### config.mk
export PLATFORM = sky130hd
export DESIGN_NAME = pth_dp
export DESIGN_NICKNAME = d
export VERILOG_FILES = /design/src/hw/rtl/pth_pkg.sv /design/src/hw/rtl/pth_dp.sv
export SDC_FILE = /design/constraint.sdc
export NUM_CORES = 2
export LEC_CHECK = 0
export ABC_AREA = 0
export BUFFER_PORTS_ARGS = -buffer_cell sky130_fd_sc_hd__buf_2
export CAP_MARGIN = 20
export CORE_MARGIN = 5
export CORE_UTILIZATION = 50
export DETAILED_ROUTE_END_ITERATION = 7
export GPL_TIMING_DRIVEN = 1
export PLACE_DENSITY = 0.66
export SYNTH_ARGS = -nofsm -noshare
export SYNTH_HDL_FRONTEND = slang
export SYNTH_SLANG_ARGS = --single-unit
### constraint.sdc
create_clock -name clk_i -period 7 [get_ports clk_i]
set_clock_uncertainty 0.2 [all_clocks]
set_input_delay 0.35 -clock clk_i [delete_from_list [all_inputs] [get_ports clk_i]]
set_output_delay 0.35 -clock clk_i [all_outputs]
set_load 0.02 [all_outputs]
### src/hw/rtl/pth_pkg.sv
// Shared types, constants and the microcode table of the point table hit test block.
package pth_pkg;

  localparam int CAPACITY_DEFAULT = 64;
  localparam int COORD_W          = 10;
  localparam int ENTRY_W          = 6;
  localparam int COUNT_W          = 7;
  localparam int TOL_W            = 8;
  localparam int UPC_W            = 5;

  localparam logic [TOL_W-1:0] TOL_RESET = 8'd10;

  typedef logic [UPC_W-1:0] upc_t;

  typedef enum logic [1:0] {
    KIND_ADD    = 2'd0,
    KIND_REMOVE = 2'd1,
    KIND_SELECT = 2'd2,
    KIND_MOVE   = 2'd3
  } kind_e;

  typedef enum logic [1:0] {
    STATUS_OK    = 2'd0,
    STATUS_FULL  = 2'd1,
    STATUS_RANGE = 2'd2
  } status_e;

  typedef struct packed {
    kind_e              kind;
    logic [COORD_W-1:0] x_coord;
    logic [COORD_W-1:0] y_coord;
    logic [ENTRY_W-1:0] entry_index;
  } req_t;

  typedef struct packed {
    logic [ENTRY_W-1:0] hit_index;
    logic               hit_found;
    status_e            status;
    logic [COUNT_W-1:0] point_count;
  } res_t;

  typedef struct packed {
    logic [COORD_W-1:0] x;
    logic [COORD_W-1:0] y;
  } point_t;

  typedef enum logic [3:0] {
    COND_ALWAYS   = 4'd0,
    COND_START    = 4'd1,
    COND_KIND     = 4'd2,
    COND_FULL     = 4'd3,
    COND_BAD_IDX  = 4'd4,
    COND_EMPTY    = 4'd5,
    COND_LAST     = 4'd6,
    COND_SCAN_END = 4'd7,
    COND_HIT      = 4'd8
  } cond_e;

  typedef enum logic [1:0] {
    PTR_HOLD = 2'd0,
    PTR_IDX  = 2'd1,
    PTR_ZERO = 2'd2,
    PTR_INC  = 2'd3
  } ptr_op_e;

  typedef enum logic [1:0] {
    CNT_HOLD = 2'd0,
    CNT_INC  = 2'd1,
    CNT_DEC  = 2'd2
  } cnt_op_e;

  typedef enum logic [1:0] {
    WA_CNT = 2'd0,
    WA_PTR = 2'd1,
    WA_IDX = 2'd2
  } wa_sel_e;

  typedef enum logic {
    WD_REQ  = 1'b0,
    WD_READ = 1'b1
  } wd_sel_e;

  typedef enum logic {
    RA_PTR  = 1'b0,
    RA_NEXT = 1'b1
  } ra_sel_e;

  // One control word per microcode step.
  typedef struct packed {
    cond_e   cond;
    logic    cond_inv;
    upc_t    target;
    ptr_op_e ptr_op;
    logic    hidx_ld;
    cnt_op_e cnt_op;
    logic    mem_we;
    wa_sel_e wa_sel;
    wd_sel_e wd_sel;
    ra_sel_e ra_sel;
    logic    done;
    status_e status;
    logic    found;
  } ctrl_t;

  // Datapath conditions seen by the sequencer.
  typedef struct packed {
    kind_e kind;
    logic  full;
    logic  bad_idx;
    logic  empty;
    logic  last;
    logic  scan_end;
    logic  hit;
  } flags_t;

  // Step addresses. The four dispatch stubs follow the kind encoding.
  localparam upc_t STEP_IDLE    = 5'd0;
  localparam upc_t STEP_DISP    = 5'd1;
  localparam upc_t STEP_J_ADD   = 5'd2;
  localparam upc_t STEP_J_REM   = 5'd3;
  localparam upc_t STEP_J_SEL   = 5'd4;
  localparam upc_t STEP_J_MOV   = 5'd5;
  localparam upc_t STEP_A0      = 5'd6;
  localparam upc_t STEP_A1      = 5'd7;
  localparam upc_t STEP_R0      = 5'd8;
  localparam upc_t STEP_R1      = 5'd9;
  localparam upc_t STEP_R2      = 5'd10;
  localparam upc_t STEP_R3      = 5'd11;
  localparam upc_t STEP_S0      = 5'd12;
  localparam upc_t STEP_S1      = 5'd13;
  localparam upc_t STEP_S2      = 5'd14;
  localparam upc_t STEP_D_HIT   = 5'd15;
  localparam upc_t STEP_M0      = 5'd16;
  localparam upc_t STEP_M1      = 5'd17;
  localparam upc_t STEP_D_OK    = 5'd18;
  localparam upc_t STEP_D_FULL  = 5'd19;
  localparam upc_t STEP_D_RANGE = 5'd20;
  localparam upc_t STEP_D_MISS  = 5'd21;

  localparam ctrl_t UOP_NOP = '{
    cond:     COND_ALWAYS,
    cond_inv: 1'b0,
    target:   STEP_IDLE,
    ptr_op:   PTR_HOLD,
    hidx_ld:  1'b0,
    cnt_op:   CNT_HOLD,
    mem_we:   1'b0,
    wa_sel:   WA_CNT,
    wd_sel:   WD_REQ,
    ra_sel:   RA_PTR,
    done:     1'b0,
    status:   STATUS_OK,
    found:    1'b0
  };

  // Microcode table. A true condition (after inversion) jumps to target,
  // otherwise fall through to the next step; COND_KIND jumps to target + kind.
  function automatic ctrl_t uop_rom(upc_t addr);
    ctrl_t w;
    w = UOP_NOP;
    case (addr)
      STEP_IDLE: begin
        w.cond     = COND_START;
        w.cond_inv = 1'b1;
        w.target   = STEP_IDLE;
      end
      STEP_DISP: begin
        w.cond   = COND_KIND;
        w.target = STEP_J_ADD;
      end
      STEP_J_ADD: w.target = STEP_A0;
      STEP_J_REM: w.target = STEP_R0;
      STEP_J_SEL: w.target = STEP_S0;
      STEP_J_MOV: w.target = STEP_M0;
      STEP_A0: begin
        w.cond   = COND_FULL;
        w.target = STEP_D_FULL;
      end
      STEP_A1: begin
        w.mem_we = 1'b1;
        w.wa_sel = WA_CNT;
        w.wd_sel = WD_REQ;
        w.cnt_op = CNT_INC;
        w.target = STEP_D_OK;
      end
      STEP_R0: begin
        w.cond   = COND_BAD_IDX;
        w.target = STEP_D_RANGE;
        w.ptr_op = PTR_IDX;
      end
      STEP_R1: begin
        w.cond   = COND_LAST;
        w.target = STEP_R3;
        w.ra_sel = RA_NEXT;
      end
      STEP_R2: begin
        w.mem_we = 1'b1;
        w.wa_sel = WA_PTR;
        w.wd_sel = WD_READ;
        w.ptr_op = PTR_INC;
        w.target = STEP_R1;
      end
      STEP_R3: begin
        w.cnt_op = CNT_DEC;
        w.target = STEP_D_OK;
      end
      STEP_S0: begin
        w.cond   = COND_EMPTY;
        w.target = STEP_D_RANGE;
        w.ptr_op = PTR_ZERO;
      end
      STEP_S1: begin
        w.cond   = COND_SCAN_END;
        w.target = STEP_D_MISS;
        w.ra_sel = RA_PTR;
      end
      STEP_S2: begin
        w.cond     = COND_HIT;
        w.cond_inv = 1'b1;
        w.target   = STEP_S1;
        w.ptr_op   = PTR_INC;
        w.hidx_ld  = 1'b1;
      end
      STEP_D_HIT: begin
        w.done  = 1'b1;
        w.found = 1'b1;
      end
      STEP_M0: begin
        w.cond   = COND_BAD_IDX;
        w.target = STEP_D_RANGE;
      end
      STEP_M1: begin
        w.mem_we = 1'b1;
        w.wa_sel = WA_IDX;
        w.wd_sel = WD_REQ;
        w.target = STEP_D_OK;
      end
      STEP_D_OK:   w.done = 1'b1;
      STEP_D_MISS: w.done = 1'b1;
      STEP_D_FULL: begin
        w.done   = 1'b1;
        w.status = STATUS_FULL;
      end
      STEP_D_RANGE: begin
        w.done   = 1'b1;
        w.status = STATUS_RANGE;
      end
      default: w = UOP_NOP;
    endcase
    return w;
  endfunction

endpackage

### src/hw/rtl/pth_dp.sv
// Datapath: point memory, count, pointer, hit-box compare and result register.
module pth_dp #(
  parameter int CAPACITY = pth_pkg::CAPACITY_DEFAULT
) (
  input  logic                      clk_i,
  input  logic                      rst_ni,
  input  logic                      accept_i,
  input  pth_pkg::req_t             req_i,
  input  logic                      cfg_we_i,
  input  logic [pth_pkg::TOL_W-1:0] cfg_data_i,
  input  pth_pkg::ctrl_t            ctrl_i,
  output pth_pkg::flags_t           flags_o,
  output logic                      res_valid_o,
  output pth_pkg::res_t             res_o
);
  import pth_pkg::*;

  localparam int IdxW  = $clog2(CAPACITY);
  localparam int CntW  = $clog2(CAPACITY + 1);
  localparam int WideW = (CntW > COUNT_W) ? CntW : COUNT_W;

  req_t              req_q;
  logic [TOL_W-1:0]  tol_q;
  logic [CntW-1:0]   cnt_q, cnt_d;
  logic [CntW-1:0]   ptr_q, ptr_d;
  logic [CntW-1:0]   ptr_nx;
  logic [CntW-1:0]   hidx_q;
  point_t            rd_q;
  point_t            mem_q [CAPACITY];
  point_t            wdata;
  logic [IdxW-1:0]   waddr;
  logic [IdxW-1:0]   raddr;
  logic [WideW-1:0]  idx_w;
  logic [WideW-1:0]  cnt_w;
  logic [WideW-1:0]  hidx_w;
  logic [COORD_W-1:0] dx, dy;
  logic              res_valid_q;
  res_t              res_q;

  assign idx_w  = WideW'(req_q.entry_index);
  assign cnt_w  = WideW'(cnt_q);
  assign hidx_w = WideW'(hidx_q);
  assign ptr_nx = ptr_q + CntW'(1);

  // Absolute coordinate distances to the point just read.
  assign dx = (req_q.x_coord >= rd_q.x) ? (req_q.x_coord - rd_q.x) : (rd_q.x - req_q.x_coord);
  assign dy = (req_q.y_coord >= rd_q.y) ? (req_q.y_coord - rd_q.y) : (rd_q.y - req_q.y_coord);

  always_comb begin
    flags_o.kind     = req_q.kind;
    flags_o.full     = (cnt_q >= CntW'(CAPACITY));
    flags_o.empty    = (cnt_q == '0);
    flags_o.bad_idx  = (cnt_q == '0) || (idx_w >= cnt_w);
    flags_o.last     = (ptr_nx >= cnt_q);
    flags_o.scan_end = (ptr_q >= cnt_q);
    flags_o.hit      = (dx <= COORD_W'(tol_q)) && (dy <= COORD_W'(tol_q));
  end

  always_comb begin
    case (ctrl_i.ptr_op)
      PTR_HOLD: ptr_d = ptr_q;
      PTR_IDX:  ptr_d = idx_w[CntW-1:0];
      PTR_ZERO: ptr_d = '0;
      PTR_INC:  ptr_d = ptr_nx;
      default:  ptr_d = ptr_q;
    endcase
  end

  always_comb begin
    case (ctrl_i.cnt_op)
      CNT_HOLD: cnt_d = cnt_q;
      CNT_INC:  cnt_d = cnt_q + CntW'(1);
      CNT_DEC:  cnt_d = cnt_q - CntW'(1);
      default:  cnt_d = cnt_q;
    endcase
  end

  always_comb begin
    case (ctrl_i.wa_sel)
      WA_CNT:  waddr = cnt_q[IdxW-1:0];
      WA_PTR:  waddr = ptr_q[IdxW-1:0];
      WA_IDX:  waddr = idx_w[IdxW-1:0];
      default: waddr = cnt_q[IdxW-1:0];
    endcase
  end

  always_comb begin
    case (ctrl_i.wd_sel)
      WD_REQ:  wdata = '{x: req_q.x_coord, y: req_q.y_coord};
      WD_READ: wdata = rd_q;
      default: wdata = rd_q;
    endcase
  end

  assign raddr = (ctrl_i.ra_sel == RA_NEXT) ? ptr_nx[IdxW-1:0] : ptr_q[IdxW-1:0];

  always_ff @(posedge clk_i) begin
    if (ctrl_i.mem_we) begin
      mem_q[waddr] <= wdata;
    end
    rd_q <= mem_q[raddr];
  end

  always_ff @(posedge clk_i or negedge rst_ni) begin
    if (!rst_ni) begin
      tol_q       <= TOL_RESET;
      cnt_q       <= '0;
      ptr_q       <= '0;
      res_valid_q <= 1'b0;
    end else begin
      if (cfg_we_i) begin
        tol_q <= cfg_data_i;
      end
      cnt_q       <= cnt_d;
      ptr_q       <= ptr_d;
      res_valid_q <= ctrl_i.done;
    end
  end

  always_ff @(posedge clk_i) begin
    if (accept_i) begin
      req_q <= req_i;
    end
    if (ctrl_i.hidx_ld) begin
      hidx_q <= ptr_q;
    end
    if (ctrl_i.done) begin
      res_q.hit_index   <= ctrl_i.found ? hidx_w[ENTRY_W-1:0] : '0;
      res_q.hit_found   <= ctrl_i.found;
      res_q.status      <= ctrl_i.status;
      res_q.point_count <= cnt_w[COUNT_W-1:0];
    end
  end

  assign res_valid_o = res_valid_q;
  assign res_o       = res_q;

endmodule

==> run metrics <==
syn avg cell area just under 20 um2; dpl ws 2.11 ns; Rows roughly 120; drt pass-1 iters 7; flops & latches, synth roughly 1400; Leak 20.8 nW; Clock power frac 0.327; Die Outline Area ~120000 um2; H-tree depth reported by CTS 4; dpl cells 4387; worst rel slew slack 0.247; wirelength, routed about 130000 um; cell area power density approximately 350 nW/um2; final global-route overflow total 0; maximum fanout along the worst path 11; Worst EP required about 6.5 ns; worst hold path class in2reg; Int Pwr 15.9 mW; CTS max path bufs 3; Nets around 3300; drt drc 0; critical path arrival 5.12 ns; share of cells above drive strength 1 0.242; final setup fails 0; Finished Cell Area between 60000 and 70000 um2; average wire per standard cell about 28 um; pin count of the biggest net entering global routing 106; initial antenna violation count 13; TritonCTS Buffers 141; root buffer cell clkbuf_16; crit path launch type flop; clock slew at reported path FFs roughly 0.060 ns; num ports approximately 90; final core utilization 0.574; GRT Overall Usage 0.229; total number of vias 28852; vias per cell ~6; post-route ant nets 0; Sink Count between 1000 and 1500; Post-Synthesis Net Count slightly above 3000; CP Class reg2out; final hold violations 0; hpwl dp 77100 um; global-route wire length before repair 196000 um; Die Span X 342 um; Die H 342 um; Finished Layout Cells 4711; Max-Cap Viols 0; Area growth syn-to-layout 14.4%; CTS tree done; Switching Power roughly 6.4 mW; Worst Setup End Kind output pin; Final min period between 5 and 6 ns; Least-Margin Pin Slew roughly 1.1 ns; Yosys warning count 0; vias in the first global route 29236; Sw Ratio 0.287; 1st-iter DRT viols between 3000 and 4000; Peak VDD IR 250 uV; Synth cell types slightly above 70; Seq/Total Area, Yosys 0.740; DP Area 58100 um2; top_reg_cell synth edfxtp_1; status finished, final reports clean; fin crit share 0.809; Port Buf Inserts a little under 80; Post-Syn Area about 55000 um2; Slew Viols, Final 0; Final Power about 22 mW; Sequential Power Share 0.448; GPL Wtd Cong 0.839; final worst setup slack roughly 1.3 ns; clock insertion delay at the later pin of the skew report about 0.75 ns; Achievable Freq between 0.15 and 0.2 GHz; async set-reset flop share out of synthesis 0.0168; RSZ-0062 raised after global routing no; Post-Synthesis Cells 2869; postcts setup bufs 0; Hold WS 0.0618 ns; Setup Total Neg Slack 0 ns; Comb pwr share 0.225; Initial Util 0.501; EDFF count, synth 1330; Core Footprint 110000 um2
-- cell usage in the layout (no fill, tap or decap), types with 14 or more instances in the layout --
master and instances:
mux2i_1 34, a21o_1 24, buf_2 78, nand4_1 20, clkbuf_16 143, xnor2_1 17, clkbuf_1 33, o21ai_0 29
o21ai_4 19, clkinv_2 14, dfxtp_1 20, a32oi_1 18, dlygate4sd3_1 64, a21oi_1 79, nor2_2 49, clkinv_1 28
nand2_1 201, o22ai_1 23, inv_1 75, a22oi_1 46, nor2_1 90, edfxtp_1 1330, and4b_1 19, buf_4 82
dfrtp_1 21, mux4_2 320, ha_1 83, nand3_1 57
-- flip-flops by register name (all words and copies together), names as in the netlist --
| signal | cells |
|---|---|
| tol_q | 8 |
| idx_w | 6 |
| rd_q | 20 |
| ptr_q | 7 |
| hidx_q | 6 |
| flags_o | 2 |
| res_o | 16 |
| cnt_q | 7 |
| req_q | 20 |
| mem_q | 1280 |
| res_valid_o | 1 |
-- cell usage after synthesis, drive strengths merged, types with 9 or more instances --
| cell | count | area share |
|---|---|---|
| nor2 | 148 | 0.010 |
| inv | 75 | 0.0051 |
| nand4 | 20 | 0.0023 |
| a32oi | 18 | 0.0029 |
| clkbuf | 53 | 0.0036 |
| dfrtp | 21 | 0.0095 |
| xor2 | 12 | 0.0019 |
| buf | 90 | 0.011 |
| a21oi | 80 | 0.0073 |
| o21a | 9 | 0.0012 |
| ha | 83 | 0.019 |
| a31oi | 11 | 0.0014 |
| nand3 | 57 | 0.0052 |
| o22ai | 23 | 0.0026 |
| nand2 | 201 | 0.014 |
| o21ai | 53 | 0.0048 |
| o21bai | 9 | 0.0012 |
| xnor2 | 19 | 0.0035 |
| edfxtp | 1330 | 0.72 |
| nor3 | 9 | 0.00081 |
| a22oi | 46 | 0.0062 |
| mux2i | 35 | 0.0064 |
| mux4 | 320 | 0.13 |
| a21o | 24 | 0.0033 |
| and4b | 19 | 0.0034 |
| dfxtp | 20 | 0.0072 |
-- cell families after synthesis --
family,count (synthesis),share of synthesized area
flip-flops,1373,0.740
AND/OR/NAND/NOR,491,0.0399
AO/OA/AOI/OAI,307,0.0363
XOR/XNOR,31,0.00539
multiplexers,361,0.138
adder cells (fa/ha/maj),88,0.0206
buffers and inverters,218,0.0194
-- critical path, cell delays in order (launching register included) --
cell	delay (ns)
edfxtp_1	0.39
inv_1	0.13
ha_1	0.19
inv_1	0.06
fa_1	0.38
a21o_1	0.20
a21oi_2	0.22
a21oi_1	0.10
o41a_1	0.59
mux2i_1	0.24
o211a_1	0.18
xnor2_1	0.12
ha_1	0.26
a21o_1	0.16
a21oi_1	0.17
nor2b_1	0.07
o31a_1	0.27
nor3_1	0.14
o22ai_1	0.11
a211oi_1	0.18
buf_2	0.20
-- final timing paths --
check                           from    endpoint  slack (ns)  cells past startpoint
min in group asynchronous     rst_ni    tol_q[3]        0.51                      3
max reg2reg                 ptr_q[0]     rd_q[5]        2.55                      7
min                        ctrl_i[9]    cnt_q[0]        0.06                      4
min reg2reg                 cnt_q[6]    res_o[6]        0.31                      0
max                        req_q[16]  flags_o[0]        1.33                     20
max in group asynchronous     rst_ni    ptr_q[1]        5.19                      5
-- power by group through the flow --
stage	Clock, mW	Sequential [mW]	Combinational (mW)
2_1_floorplan	0	10.2	3.32
3_3_place_gp	0	10.2	4.83
3_5_place_dp	0	10.2	4.96
4_1_cts	7.42	10.0	5.01
5_1_grt	7.77	10.0	5.39
6_report	7.31	10.0	5.02
-- timing repair --
item,in CTS,in global routing
hold buffers,64,0
hold endpoints to repair,117,0
gates resized for setup,0,0
endpoints found under the setup margin,0,0
-- per-layer routing --
layer	GRT usage	up-vias	routed length (um)	share of wire
met5	0	-	45	0.00034
met4	0.0718	6	3900	0.029
li1	-	12097	-	-
met1	0.318	15152	52600	0.39
met2	0.376	1385	65900	0.49
met3	0.0423	212	11600	0.087
-- area by class of cell --
cell class	instances	area, um2
clock buffer	179	3740
tap	1488	1860
multi-input combinational	1278	13700
inverter	75	282
clock inverter	70	742
fill	8063	47000
sequential	1373	40900
antenna	10	25.0
timing repair buffer	238	1930
(Power assumes the default switching activity.)
